==> src/rtl/qtok_pkg.sv <==
// shared types and constants of the quote-aware line tokeniser
// no dependencies; imported by qtok_step and quote_aware_line_tokenizer_core
package qtok_pkg;

	localparam int CHAR_W          = 8;
	localparam int COUNT_W         = 8;
	localparam int LEVEL_W         = 4;
	localparam int QUOTE_DEPTH_DEF = 8;
	localparam int IN_TDATA_W      = 8;
	localparam int OUT_TDATA_W     = 24;

	localparam logic [CHAR_W-1:0]  CHAR_DQUOTE = 8'h22;
	localparam logic [CHAR_W-1:0]  CHAR_SQUOTE = 8'h27;
	localparam logic [CHAR_W-1:0]  CHAR_SPACE  = 8'h20;
	localparam logic [CHAR_W-1:0]  CHAR_TAB    = 8'h09;
	localparam logic [CHAR_W-1:0]  CHAR_CR     = 8'h0d;
	localparam logic [COUNT_W-1:0] COUNT_MAX   = 8'hff;

	// quote kind kept on the stack
	localparam logic KIND_DOUBLE = 1'b0;
	localparam logic KIND_SINGLE = 1'b1;

	// one result beat
	typedef struct packed {
		logic [CHAR_W-1:0]  out_char;
		logic               token_start;
		logic               token_end;
		logic               end_of_line;
		logic [COUNT_W-1:0] token_count;
		logic               unterminated_quote;
		logic               depth_overflow;
	} result_t;

	// result plus state update produced by the step logic
	typedef struct packed {
		result_t            res;
		logic [LEVEL_W-1:0] level_n;
		logic               inside_n;
		logic [COUNT_W-1:0] count_n;
		logic               push_en;
		logic               push_kind;
	} step_t;

endpackage

==> src/rtl/qtok_step.sv <==
// per-byte tokeniser logic: classifies the byte, updates quote level and token state
// depends on qtok_pkg; purely combinational, used by quote_aware_line_tokenizer_core
module qtok_step #(
	parameter int QUOTE_DEPTH = qtok_pkg::QUOTE_DEPTH_DEF
) (
	input  logic [qtok_pkg::CHAR_W-1:0]  char_code,
	input  logic                         last,
	input  logic [qtok_pkg::LEVEL_W-1:0] level,
	input  logic                         inside_tok,
	input  logic [qtok_pkg::COUNT_W-1:0] count,
	input  logic                         top_kind,
	output qtok_pkg::step_t              step
);
	import qtok_pkg::*;

	logic               is_space;
	logic               is_quote;
	logic               kind;
	logic [LEVEL_W-1:0] lvl;
	logic               ins;
	logic [COUNT_W-1:0] cnt;

	// byte classes
	assign is_space = (char_code == CHAR_SPACE) ||
		((char_code >= CHAR_TAB) && (char_code <= CHAR_CR));
	assign is_quote = (char_code == CHAR_DQUOTE) || (char_code == CHAR_SQUOTE);
	assign kind     = (char_code == CHAR_SQUOTE) ? KIND_SINGLE : KIND_DOUBLE;

	// token and quote stack update
	always_comb begin
		step = '0;
		step.res.out_char    = char_code;
		step.res.end_of_line = last;
		step.push_kind       = kind;
		lvl = level;
		ins = inside_tok;
		cnt = count;
		if ((level == '0) && is_space) begin
			if (inside_tok) begin
				step.res.out_char  = '0;
				step.res.token_end = 1'b1;
				ins = 1'b0;
				if (cnt != COUNT_MAX) cnt = cnt + 1'b1;
			end
		end else begin
			if (!inside_tok) begin
				ins = 1'b1;
				step.res.token_start = 1'b1;
			end
			if (is_quote) begin
				priority if ((level != '0) && (top_kind == kind)) begin
					lvl = level - 1'b1;
				end else if (level < LEVEL_W'(QUOTE_DEPTH)) begin
					lvl = level + 1'b1;
					step.push_en = 1'b1;
				end else begin
					step.res.depth_overflow = 1'b1;
				end
			end
		end
		// line end closes or drops the open token
		if (last && ins) begin
			if (lvl == '0) begin
				step.res.token_end = 1'b1;
				if (cnt != COUNT_MAX) cnt = cnt + 1'b1;
			end else begin
				step.res.unterminated_quote = 1'b1;
			end
		end
		step.res.token_count = cnt;
		if (last) begin
			step.level_n  = '0;
			step.inside_n = 1'b0;
			step.count_n  = '0;
		end else begin
			step.level_n  = lvl;
			step.inside_n = ins;
			step.count_n  = cnt;
		end
	end

endmodule

==> src/rtl/quote_aware_line_tokenizer_core.sv <==
// quote-aware line tokeniser, top level: input register, step logic, result register
// depends on qtok_pkg and qtok_step
// an accepted input beat passes the input register, then the result register, to the output
// throughput: one byte per cycle while m_tready does not stall the output; the state update for a byte is combinational
// reset: arst_n clears valid flags, quote level, token flag and token count at once;
// the quote stack itself is not reset, only levels that were pushed are ever read
module quote_aware_line_tokenizer_core #(
	parameter int QUOTE_DEPTH = qtok_pkg::QUOTE_DEPTH_DEF
) (
	input  logic                             clk,
	input  logic                             arst_n,
	input  logic                             s_tvalid,
	output logic                             s_tready,
	input  logic [qtok_pkg::IN_TDATA_W-1:0]  s_tdata,  // [7:0] char_code
	input  logic                             s_tlast,  // last
	output logic                             m_tvalid,
	input  logic                             m_tready,
	// [7:0] out_char, [8] token_start, [9] token_end, [17:10] token_count,
	// [18] unterminated_quote, [19] depth_overflow, [23:20] zero
	output logic [qtok_pkg::OUT_TDATA_W-1:0] m_tdata,
	output logic                             m_tlast   // end_of_line
);
	import qtok_pkg::*;

	localparam int IDX_W = (QUOTE_DEPTH > 1) ? $clog2(QUOTE_DEPTH) : 1;

	logic               valid_s1;
	logic [CHAR_W-1:0]  char_s1;
	logic               last_s1;
	logic               valid_s2;
	result_t            res_s2;
	logic [LEVEL_W-1:0] level_q;
	logic               inside_q;
	logic [COUNT_W-1:0] count_q;
	logic               stack_q [QUOTE_DEPTH];
	logic [LEVEL_W-1:0] level_dec;
	logic               top_kind;
	logic               advance;
	step_t              step;

	// stage handshake: s1 moves on when the result register is free or drained
	assign advance  = valid_s1 && (!valid_s2 || m_tready);
	assign s_tready = !valid_s1 || advance;

	// input register
	always_ff @(posedge clk or negedge arst_n) begin
		if (!arst_n) begin
			valid_s1 <= 1'b0;
		end else if (s_tready) begin
			valid_s1 <= s_tvalid;
		end
	end

	always_ff @(posedge clk) begin
		if (s_tvalid && s_tready) begin
			char_s1 <= s_tdata[CHAR_W-1:0];
			last_s1 <= s_tlast;
		end
	end

	// top of quote stack
	assign level_dec = level_q - 1'b1;
	assign top_kind  = (level_q != '0) ? stack_q[level_dec[IDX_W-1:0]] : KIND_DOUBLE;

	qtok_step #(
		.QUOTE_DEPTH(QUOTE_DEPTH)
	) u_step (
		.char_code (char_s1),
		.last      (last_s1),
		.level     (level_q),
		.inside_tok(inside_q),
		.count     (count_q),
		.top_kind  (top_kind),
		.step      (step)
	);

	// line state
	always_ff @(posedge clk or negedge arst_n) begin
		if (!arst_n) begin
			level_q  <= '0;
			inside_q <= 1'b0;
			count_q  <= '0;
		end else if (advance) begin
			level_q  <= step.level_n;
			inside_q <= step.inside_n;
			count_q  <= step.count_n;
		end
	end

	// quote stack push
	always_ff @(posedge clk) begin
		if (advance && step.push_en) begin
			stack_q[level_q[IDX_W-1:0]] <= step.push_kind;
		end
	end

	// result register
	always_ff @(posedge clk or negedge arst_n) begin
		if (!arst_n) begin
			valid_s2 <= 1'b0;
		end else if (advance) begin
			valid_s2 <= 1'b1;
		end else if (m_tready) begin
			valid_s2 <= 1'b0;
		end
	end

	always_ff @(posedge clk) begin
		if (advance) begin
			res_s2 <= step.res;
		end
	end

	// output beat packing
	assign m_tvalid = valid_s2;
	assign m_tlast  = res_s2.end_of_line;
	assign m_tdata  = {4'b0000, res_s2.depth_overflow, res_s2.unterminated_quote,
		res_s2.token_count, res_s2.token_end, res_s2.token_start, res_s2.out_char};

endmodule
==> config.mk <==
export PLATFORM = sky130hd
export DESIGN_NAME = quote_aware_line_tokenizer_core
export DESIGN_NICKNAME = d
export VERILOG_FILES = /design/src/rtl/qtok_pkg.sv /design/src/rtl/qtok_step.sv /design/src/rtl/quote_aware_line_tokenizer_core.sv
export SDC_FILE = /design/constraint.sdc
export NUM_CORES = 1
export LEC_CHECK = 0
export BUFFER_PORTS_ARGS = -buffer_cell sky130_fd_sc_hd__buf_2
export CORE_ASPECT_RATIO = 0.75
export CORE_MARGIN = 2
export CORE_UTILIZATION = 55
export CTS_CLUSTER_SIZE = 24
export DETAILED_ROUTE_END_ITERATION = 6
export PLACE_DENSITY_LB_ADDON = 0.12
export SLEW_MARGIN = 30
export SYNTH_ARGS = -nofsm -noshare
export SYNTH_HDL_FRONTEND = slang
export SYNTH_SLANG_ARGS = --single-unit
==> constraint.sdc <==
create_clock -name clk -period 4.3 [get_ports clk]
set_input_delay 1.075 -clock clk [delete_from_list [all_inputs] [get_ports clk]]
set_output_delay 1.075 -clock clk [all_outputs]
set_load 0.01 [all_outputs]
==> run_results.csv, run 1 <==
group,metric,value,unit
routing,drtIter0Drc,242,
power_and_ir_drop,power_leakage,1.176,nW
outcome,status,"complete, no violations",
timing,slew_headroom,0.5107,
flow_run,max_cap_viol_count,0,
routing,ant_nets,0,
timing,finClkSkew,6.931,ps
die,rows,22,
clocking,cts_max_path_buffers,2,
routing,drtPass1Iterations,5,
global_route,met2_usage,0.2990,
clocking,cts_tree,"done",
placed_design,dp.cells,342,
global_route,grt_overflow,0,
hold_path,worstHoldPathCells,0,
timing,report.final.slew_viol_count,0,
routing,drc_errors,0,
worst_setup_path,worstReg2RegEnd,"m_tdata[17]$_DFFE_PP_",
worst_setup_path,crit_arrival,3990,ps
clocking,htreeDepth,2,
yosys,synth_cells,259,
global_route,grt_max_degree,27,
clocking,hold_buffers,0,
layout,nFillCells,393,
die,die_h,66.08,µm
placed_design,numPortBuffers,35,
routing,wl_per_cell,16.59,µm
timing,period_needed,3918,ps
timing,hold_viol_final,0,
hold_path,min_to,"m_tdata[6]$_DFFE_PP_",
routing,wl,5805,µm
hold_path,hold_path_class,"register to register",
power_and_ir_drop,power.density,346.3,mW/mm²
die,io_pins,40,
yosys,synth-seq-cells,53,
global_route,grt_pass1_wl,9301,µm
worst_setup_path,timing.rr.start,"level_q[0]$_DFFE_PN0P_",
clocking,clk_pin_slew,110,ps
die,start_util,0.5736,
clocking,cts_num_sinks,53,
routing,vias,2090,
clocking,clkLatencyLatePin,310,ps
global_route,grt_busiest_layer,"met1",
yosys,synth_flop_cell,"edfxtp_1",
timing,holdWs,460.5,ps
worst_setup_path,start_kind,"register",
die,die_x,86.78,µm
layout,area_growth,10.80,%
timing,timing.final.crit_share,0.9111,
timing,fmax,255.2,MHz
layout,drive_gt1_frac,0.2241,
power_and_ir_drop,finalPower,1.085,mW
global_route,antenna_found_initial,0,
hold_path,worstHoldStart,"char_s1[6]$_DFFE_PP_",
worst_setup_path,crit_chain,"inv_1 -> ha_1 -> mux4_2 -> mux2i_1 -> xor2_2 -> o21a_1 -> nor3_1 -> or4_4 -> nor2_1 -> nor4b_1 -> mux2_1",
routing,via_per_inst,5.971,
worst_setup_path,required,4370,ps
timing,finalSetupTns,0,ps
layout,diodes,0,
timing,worstMarginPinSlew,730.7,ps
yosys,syn_area,0.002826,mm²
clocking,cts_buffers,5,
power_and_ir_drop,ir_drop,0.1264,mV
global_route,met3_usage,0.04619,
clocking,cts-root-buf,"clkbuf_8",
placed_design,gp_congestion,0.8473,
global_route,track_usage,0.2153,
timing,grt_setup_unrepaired,"false",
global_route,grt_use_met1,0.3399,
die,fp.dieArea,0.005734,mm²
worst_setup_path,crit_buf_inv,1,
yosys,seq_area_frac_synth,0.5365,
die,coreArea,0.004927,mm²
worst_setup_path,endpoint_kind,"register",
global_route,grt_pass1_vias,1856,
placed_design,dp_hpwl,4042,µm
worst_setup_path,rrSetupSlack,380,ps
yosys,syn_area_per_cell,10.91,µm²
worst_setup_path,ff2ff_path_depth,11,
layout,stdcell_count,350,
layout,finalNetCount,306,
worst_setup_path,crit_type,"register to register",
yosys,yosysWarnings,0,
yosys,ys_types,55,
worst_setup_path,max_stage_delay,570,ps
timing,setup_viol,0,
yosys,ys_async_sr_fraction,0.2830,
worst_setup_path,crit_fanout,11,
worst_setup_path,critPathTopFamily,"simple AND/OR/NAND/NOR gates",
worst_setup_path,slowest_stage,"or4_4",
yosys,synth_edf_count,38,
-- state kept, by name, indices dropped and copies added (netlist names) --
signal,cells
m_tdata,20
char_s1,8
count_q,8
stack_q,8
level_q,4
inside_q,1
last_s1,1
m_tlast,1
m_tvalid,1
valid_s1,1
-- worst max-delay path by stage --
| stage | from | end | slack (ps) | cells after the start |
|---|---|---|---|---|
| finish | level_q[0]$_DFFE_PN0P_ | m_tdata[17]$_DFFE_PP_ | 380 | 11 |
| global placement | level_q[0]$_DFFE_PN0P_ | m_tdata[17]$_DFFE_PP_ | 440 | 11 |
| global route | level_q[0]$_DFFE_PN0P_ | m_tdata[17]$_DFFE_PP_ | 80 | 11 |
| CTS | level_q[0]$_DFFE_PN0P_ | count_q[1]$_DFFE_PN0P_ | 300 | 11 |
| floorplan | level_q[1]$_DFFE_PN0P_ | m_tdata[17]$_DFFE_PP_ | 870 | 13 |
| detailed placement | level_q[0]$_DFFE_PN0P_ | count_q[1]$_DFFE_PN0P_ | 320 | 11 |
-- placed cells by master (no fill, tap or decap), types with 3 or more instances in the layout --
cell / count
nor3_1: 8
ha_1: 4
buf_2: 35
o2111ai_1: 3
xor2_1: 5
clkbuf_8: 5
xnor2_1: 6
mux2i_1: 3
a31oi_1: 5
buf_4: 5
nand3b_1: 4
o21ai_0: 6
nand3_1: 6
nand4_1: 3
nor2_1: 22
nand2b_1: 10
or3_1: 3
nor4_1: 3
conb_1: 4
and2_1: 7
nor2b_1: 3
inv_1: 5
edfxtp_1: 38
o21ai_1: 9
a21oi_1: 6
nand2_1: 24
and3_1: 4
dfrtp_1: 15
-- layout make-up --
cell class,instances,area [µm²],area share
Multi-Input combinational cell,184,1214,0.3875
Timing Repair Buffer,40,212.7,0.06792
Clock inverter,3,26.28,0.008390
Inverter,5,18.77,0.005993
Clock buffer,5,68.82,0.02197
Tap cell,60,75.07,0.02397
Sequential cell,53,1516,0.4842
-- report_power, final --
part	switching, mW	internal, mW	total, mW
Clock	0.178	0.119	0.296
Combinational	0.0917	0.0669	0.159
Sequential	0.0373	0.592	0.630
Total	0.307	0.778	1.08
-- synthesized netlist by cell type (7+ instances only) --
library cell  number  share of area
clkbuf_1          13          0.017
nor3_1             8          0.014
dfrtp_1           15           0.13
nand2_1           24          0.032
edfxtp_1          38           0.40
o21ai_1            9          0.016
and2_1             7          0.015
nor2_1            22          0.029
nand2b_1          10          0.022
-- through the flow --
step	setup slack, ps	cell area (µm²)	util
2_1_floorplan	867.6	2838	-
3_3_place_gp	444.4	3029	0.6148
3_5_place_dp	316.5	3029	0.6148
4_1_cts	295.0	3124	0.6341
5_1_grt	79.16	3132	0.6356
6_report	382.1	3132	0.6356
-- cells by family after synthesis --
family | count (synthesis) | synth area share
XOR/XNOR | 12 | 0.03718
flip-flops | 53 | 0.5365
multiplexers | 8 | 0.03984
AO/OA/AOI/OAI | 45 | 0.1063
AND/OR/NAND/NOR | 111 | 0.2205
adder cells (fa/ha/maj) | 4 | 0.01771
buffers and inverters | 25 | 0.04073
other | 1 | 0.001327
-- routing by layer --
layer / share of wire / up-vias / wire, µm
met4: 0.0076 / 0 / 44
met2: 0.42 / 101 / 2427
li1: - / 998 / -
met5: 0 / - / 0
met3: 0.072 / 5 / 418
met1: 0.50 / 986 / 2914
-- repair_timing --
action | 4_1_cts | 5_1_grt
gates resized for setup | 0 | 1
endpoints found under the setup margin | 0 | 1
buffers inserted | 0 | 0
(Power assumes the default switching activity.)
==> inputs of run 2 (changes only) <==
--- a/config.mk
+++ b/config.mk
@@ -8,7 +8,7 @@
 export BUFFER_PORTS_ARGS = -buffer_cell sky130_fd_sc_hd__buf_2
 export CORE_ASPECT_RATIO = 0.75
 export CORE_MARGIN = 2
-export CORE_UTILIZATION = 55
+export CORE_UTILIZATION = 51
 export CTS_CLUSTER_SIZE = 24
 export DETAILED_ROUTE_END_ITERATION = 6
 export PLACE_DENSITY_LB_ADDON = 0.12
==> constraint.sdc (replaced) <==
create_clock -name clk -period 3.2 [get_ports clk]
set_input_delay 0.8 -clock clk [delete_from_list [all_inputs] [get_ports clk]]
set_output_delay 0.8 -clock clk [all_outputs]
set_load 0.01 [all_outputs]
==> run 2 against run 1 <==
The run now ends with negative setup slack left. Sequential power is 33% higher. Register-to-register slack got worse by 460 ps. Routed wire length rose by 5.6%. Setup slack lost 460 ps. Clock power up 32%. Clock skew increased by 1.6 ps. Global-route usage decreased by 1.3 points. Die area increased by 7.4%. Final cell count up 16%. Non-clock buffer count is 40 higher. Cell area up 15%. Sequential cell count unchanged. Critical path type unchanged. Critical endpoint is now count_q[1]$_DFFE_PN0P_.
==> run_results.csv, run 2 (same netlist as run 1, synthesis figures left out) <==
group,metric,value,unit
layout,final_common_cell,"buf_4",
worst_setup_path,max_stage_delay,570,ps
routing,ant_nets,0,
timing,setup_viol,6,
placed_design,post-place-ws,-44.95,ps
power_and_ir_drop,power_frac_clock,0.259,
timing,timing.final.crit_share,1.023,
outcome,status,"finished, violations left",
clocking,cts-root-buf,"clkbuf_8",
timing,holdWs,393.2,ps
clocking,cts_num_sinks,53,
placed_design,dpl_cell_area,0.003385,mm²
timing,fin_ws,-73.91,ps
layout,final_core_util,0.6730,
timing,fmax,305.4,MHz
worst_setup_path,start_kind,"register",
power_and_ir_drop,switchingPower,426.4,µW
clocking,clk_pin_slew,100,ps
power_and_ir_drop,p_comb_frac,0.187,
layout,nFillCells,441,
timing,worstMarginPinSlew,499.2,ps
layout,area_growth,27.45,%
routing,wl_per_cell,15.14,µm
timing,hold_viol_final,0,
clocking,cts_max_path_buffers,2,
die,coreArea,0.005353,mm²
timing,slew_headroom,0.6657,
clocking,clkLatencyLatePin,310,ps
hold_path,hold_path_class,"input pin to async pin",
worst_setup_path,worstReg2RegEnd,"count_q[1]$_DFFE_PN0P_",
worst_setup_path,rrSetupSlack,-70,ps
worst_setup_path,critPathTopFamily,"multiplexers",
die,die_x,89.96,µm
power_and_ir_drop,sw_frac_of_total,0.2820,
worst_setup_path,slowest_stage,"or4_4",
die,start_util,0.5281,
global_route,track_usage,0.2021,
placed_design,dp_hpwl,4224,µm
placed_design,gp_congestion,0.8878,
worst_setup_path,crit_arrival,3480,ps
worst_setup_path,timing.rr.start,"level_q[0]$_DFFE_PN0P_",
worst_setup_path,crit_chain,"inv_2 -> ha_4 -> mux4_2 -> mux2i_2 -> xor2_2 -> o21a_4 -> xnor2_2 -> or4_4 -> nor3_4 -> mux2_4 -> a22o_1",
layout,finalNetCount,346,
die,fp.dieArea,0.006160,mm²
power_and_ir_drop,power.internal,1.086,mW
timing,finClkSkew,8.492,ps
worst_setup_path,crit_fanout,5,
clocking,cts_tree,"done",
layout,drive_gt1_frac,0.3727,
flow_run,max_cap_viol_count,0,
layout,largest_reg_flops,20,
die,die_h,68.47,µm
routing,vias,2206,
global_route,grt_overflow,0,
routing,via_per_inst,5.447,
global_route,grt_pass1_vias,2005,
clocking,cts_buffers,5,
layout,fin_area,0.003602,mm²
die,io_pins,40,
worst_setup_path,crit_type,"register to register",
worst_setup_path,ff2ff_path_depth,11,
global_route,antenna_found_initial,0,
global_route,grt_max_degree,27,
layout,diodes,0,
worst_setup_path,crit_buf_inv,1,
power_and_ir_drop,power_leakage,1.447,nW
timing,period_needed,3274,ps
layout,mostFrequentLayoutCells,"buf_4 (41), edfxtp_1 (38), buf_2 (35), nand2_1 (23), nor2_1 (22)",
worst_setup_path,required,3410,ps
placed_design,numPortBuffers,35,
routing,drtIter0Drc,144,
die,rows,23,
timing,report.final.slew_viol_count,0,
global_route,grt_pass1_wl,9660,µm
routing,wl,6130,µm
routing,drtPass1Iterations,4,
routing,drc_errors,0,
power_and_ir_drop,power.density,419.8,mW/mm²
power_and_ir_drop,ir_drop,0.2375,mV
outcome,violations,"negative setup slack",
clocking,htreeDepth,2,
power_and_ir_drop,p_seq_frac,0.555,
timing,grt_setup_unrepaired,"true",
worst_setup_path,endpoint_kind,"register",
-- run 2: cell count changes in the layout (fill, tap and decap cells not counted), sizes merged --
cell | previous run | this run
buf | 40 | 80
clkinv | 0 | 1
clkinvlp | 2 | 1
-- run 2: worst max-delay path by stage --
| stage | start | end | slack [ps] | depth (start not counted) |
|---|---|---|---|---|
| 3_5_place_dp | level_q[0]$_DFFE_PN0P_ | m_tdata[17]$_DFFE_PP_ | -40 | 10 |
| 2_1_floorplan | level_q[1]$_DFFE_PN0P_ | m_tdata[17]$_DFFE_PP_ | 10 | 13 |
| 3_3_place_gp | level_q[0]$_DFFE_PN0P_ | m_tdata[17]$_DFFE_PP_ | 10 | 10 |
| 6_report | level_q[0]$_DFFE_PN0P_ | count_q[1]$_DFFE_PN0P_ | -70 | 11 |
| 5_1_grt | level_q[0]$_DFFE_PN0P_ | m_tdata[17]$_DFFE_PP_ | -240 | 11 |
| 4_1_cts | level_q[0]$_DFFE_PN0P_ | m_tdata[17]$_DFFE_PP_ | -10 | 11 |
-- run 2: final cells by class --
cell class | count | area [µm²] | share of cell area
flip-flops and latches | 53 | 1516 | 0.4210
multi-input cells | 184 | 1351 | 0.3751
repair buffers | 80 | 528.0 | 0.1466
well taps | 75 | 93.84 | 0.02605
clock buffers | 5 | 68.82 | 0.01910
clock inverters | 3 | 25.02 | 0.006947
inverters | 5 | 18.77 | 0.005210
-- run 2: worst reg2reg max path, stage by stage, from the launching register on --
cell and delay, ps:
dfrtp_1 410, inv_2 70, ha_4 280, mux4_2 300, mux2i_2 210, xor2_2 290
o21a_4 190, xnor2_2 70, or4_4 570, nor3_4 270, mux2_4 340, a22o_1 170
-- run 2: per-layer routing --
layer	track usage	up-vias	routed length, µm	share of wire
met1	0.2889	1059	2946	0.48
li1	-	1077	-	-
met2	0.3182	61	2801	0.46
met4	0.05769	0	70	0.011
met5	0	-	0	0
met3	0.04185	9	311	0.051
-- run 2: stage by stage --
step | cells | total power, mW | TNS [ps]
4_1_cts | 402 | 1.502 | -23.11
2_1_floorplan | 262 | 1.019 | 0
3_3_place_gp | 392 | 1.109 | 0
5_1_grt | 405 | 1.580 | -1822
6_report | 405 | 1.512 | -245.7
3_5_place_dp | 392 | 1.111 | -113.5
-- run 2: what timing repair did --
| action | CTS | global route |
|---|---|---|
| endpoints found under the setup margin | 7 | 11 |
| hold endpoints to repair | 0 | 0 |
| resized for setup | 5 | 13 |
| hold buffers | 0 | 0 |
| pin swaps | 1 | 5 |
| setup buffers | 2 | 4 |
-- run 2: power groups by stage --
stage / registers, mW / clock network (mW) / logic (mW)
final: 0.839 / 0.392 / 0.282
after global routing: 0.847 / 0.427 / 0.306
after CTS: 0.837 / 0.402 / 0.262
after detailed placement: 0.852 / 0 / 0.259
after global placement: 0.852 / 0 / 0.257
after floorplan: 0.851 / 0 / 0.168
==> inputs of run 3 (changes only) <==
--- a/config.mk
+++ b/config.mk
@@ -5,10 +5,11 @@
 export SDC_FILE = /design/constraint.sdc
 export NUM_CORES = 1
 export LEC_CHECK = 0
+export ABC_AREA = 1
 export BUFFER_PORTS_ARGS = -buffer_cell sky130_fd_sc_hd__buf_2
 export CORE_ASPECT_RATIO = 0.75
 export CORE_MARGIN = 2
-export CORE_UTILIZATION = 51
+export CORE_UTILIZATION = 53
 export CTS_CLUSTER_SIZE = 24
 export DETAILED_ROUTE_END_ITERATION = 6
 export PLACE_DENSITY_LB_ADDON = 0.12
==> run 3 against run 2 <==
The flow now finishes without violations. Combinational power is 16% higher. Sequential share of layout area is 0.44 points higher. Die area is 9.8% higher. Setup slack better by 270 ps. Register-to-register slack better by 270 ps. Non-clock buffer count is 40 lower. Clock-buffer cell count stayed put. Utilization is 6.3 points lower. Via count is 14% higher. Clock power is 3% higher. Largest power group unchanged.
==> run_results.csv, run 3 <==
group,metric,value,unit
outcome,status,"complete, no violations",
die,start_util,0.5536,
power_and_ir_drop,ir_drop,0.2875,mV
worst_setup_path,crit_arrival,3080,ps
yosys,synth_compound_area_frac,0.05133,
yosys,ys_async_sr_fraction,0.2830,
yosys,synth_top_family_by_area,"simple AND/OR/NAND/NOR gates",
yosys,seq_area_frac_synth,0.4678,
clocking,cts_tree,"done",
yosys,yosysWarnings,0,
routing,vias,2509,
timing,worstMarginPinSlew,497.3,ps
yosys,synth_area_leader_cell,"edfxtp_1",
layout,final_common_cell,"nand2_1",
yosys,ys_types,35,
layout,diodes,0,
clocking,cts-root-buf,"clkbuf_8",
yosys,yosys.area_share.adder,0.01544,
clocking,clkLatencyLatePin,310,ps
placed_design,gp_congestion,0.8956,
die,rows,24,
global_route,track_usage,0.2049,
power_and_ir_drop,power.density,444.6,mW/mm²
global_route,grt_max_degree,29,
worst_setup_path,worstReg2RegEnd,"m_tdata[14]$_DFFE_PP_",
routing,drtIter0Drc,153,
worst_setup_path,timing.rr.start,"level_q[1]$_DFFE_PN0P_",
routing,drtPass1Iterations,5,
hold_path,hold_path_class,"input pin to async pin",
yosys,synth.area.top_cells,"edfxtp_1 (35%), nand2_1 (13%), dfrtp_1 (12%), inv_1 (6.1%), nand3_1 (4.8%)",
yosys,synth_edf_count,38,
yosys,synthSimpleGateAreaFrac,0.3358,
timing,slew_headroom,0.6672,
yosys,synth-seq-cells,53,
yosys,synth_xor_xnor_area_share,0.02431,
timing,report.final.slew_viol_count,0,
timing,period_needed,3000,ps
layout,largest_reg_flops,20,
timing,holdWs,391.4,ps
clocking,clk_pin_slew,110,ps
worst_setup_path,ff2ff_path_depth,18,
clocking,cts_buffers,5,
worst_setup_path,rrSetupSlack,200,ps
worst_setup_path,crit_fanout,16,
timing,finClkSkew,6.214,ps
clocking,htreeDepth,2,
yosys,synthMuxAreaShare,0,
worst_setup_path,required,3280,ps
yosys,syn_area_per_cell,8.270,µm²
flow_run,max_cap_viol_count,0,
timing,timing.final.crit_share,0.9376,
die,die_h,71.73,µm
timing,hold_viol_final,0,
timing,fmax,333.3,MHz
die,coreArea,0.005856,mm²
routing,wl_per_cell,12.61,µm
worst_setup_path,start_kind,"register",
layout,area_growth,10.23,%
power_and_ir_drop,power_leakage,1.702,nW
placed_design,dp_hpwl,4839,µm
yosys,synth_cells,392,
placed_design,numPortBuffers,35,
layout,mostFrequentLayoutCells,"nand2_1 (116), inv_1 (53), edfxtp_1 (38), buf_2 (35), nand3_1 (31)",
clocking,cts_num_sinks,53,
worst_setup_path,crit_type,"register to register",
global_route,grt_overflow,0,
global_route,antenna_found_initial,0,
yosys,yosysMostFrequentCell,"nand2_1",
routing,drc_errors,0,
worst_setup_path,endpoint_kind,"register",
layout,final_core_util,0.6103,
yosys,syn_area,0.003242,mm²
timing,setup_viol,0,
routing,wl,6407,µm
timing,finalSetupTns,0,ps
die,io_pins,40,
power_and_ir_drop,finalPower,1.589,mW
yosys,synth.top_cells.by_count,"nand2_1 (116), inv_1 (53), edfxtp_1 (38)",
layout,drive_gt1_frac,0.2279,
die,fp.dieArea,0.006765,mm²
yosys,synth_top_area_frac,0.3520,
global_route,grt_pass1_wl,10860,µm
yosys,synth_flop_cell,"edfxtp_1",
routing,via_per_inst,4.939,
die,die_x,94.31,µm
clocking,cts_max_path_buffers,2,
layout,finalNetCount,446,
global_route,grt_pass1_vias,2279,
routing,ant_nets,0,
clocking,hold_buffers,0,
run 3: changes by cell type after synthesis, sizes merged, moves of 10 or more:
cell / delta
nand2b: -10
inv: +57
nand2: +109
nand3: +33
nor2: +12
clkbuf: -10
run 3: metrics by stage:
stage | setup slack, ps | cells | cell area (µm²)
after global placement | 284.3 | 498 | 3455
after global routing | -16.49 | 508 | 3573
after CTS | 119.6 | 506 | 3550
after floorplan | 547.5 | 395 | 3253
after detailed placement | 137.3 | 498 | 3455
final | 199.6 | 508 | 3573
run 3: cell families after synthesis:
family	Yosys count
buffers and inverters	76
adders and majority gates	4
xor gates and xnor gates	9
AOI/OAI and AO/OA	29
other	1
and+or+nand+nor	220
DFF	53
run 3: area by class of cell:
type / count / area [µm²]
tap: 78 / 97.59
sequential: 53 / 1520
clock buffer: 5 / 68.82
multi-input combinational: 266 / 1401
fill: 529 / 2282
clock inverter: 3 / 26.28
inverter: 63 / 246.5
timing repair buffer: 40 / 212.7
run 3: worst max path at each step:
stage / start / end / slack, ps / depth (start not counted)
after floorplan: level_q[0]$_DFFE_PN0P_ / m_tdata[14]$_DFFE_PP_ / 550 / 19
after global placement: level_q[0]$_DFFE_PN0P_ / m_tdata[14]$_DFFE_PP_ / 280 / 18
after detailed placement: level_q[0]$_DFFE_PN0P_ / m_tdata[14]$_DFFE_PP_ / 140 / 18
after CTS: level_q[0]$_DFFE_PN0P_ / m_tdata[14]$_DFFE_PP_ / 120 / 18
after global routing: level_q[1]$_DFFE_PN0P_ / m_tdata[14]$_DFFE_PP_ / -20 / 18
final: level_q[1]$_DFFE_PN0P_ / m_tdata[14]$_DFFE_PP_ / 200 / 18
run 3: where the power goes:
group / switching (mW) / total [mW] / internal, mW
combinational: 0.211 / 0.326 / 0.115
clock: 0.242 / 0.402 / 0.160
sequential: 0.0446 / 0.860 / 0.816
run 3: worst max-delay path, stage by stage (launching register included):
cell and delay (ps):
dfrtp_2 470, inv_1 170, ha_2 250, nand3_2 140, inv_2 110, nand2_4 100
inv_4 160, or2_2 130, nand2_1 70, inv_1 80, ha_1 180, nand3_1 90
nor2_1 190, nand3_2 130, nand2_1 120, inv_1 70, nand4_1 80, nand2_1 60
and2_1 150
run 3: per-layer routing:
metal | part of all wire | up-vias | global-route usage
met5 | 0 | - | 0
met4 | 0.0053 | 0 | 0.04026
met3 | 0.056 | 4 | 0.04522
met2 | 0.42 | 75 | 0.2944
met1 | 0.52 | 1121 | 0.3205
li1 | - | 1309 | -
run 3: repair_timing:
action / CTS / global route
setup buffers: 0 / 2
endpoints found under the hold margin: 0 / 0
gates resized for setup: 0 / 6
endpoints found under the setup margin: 0 / 7
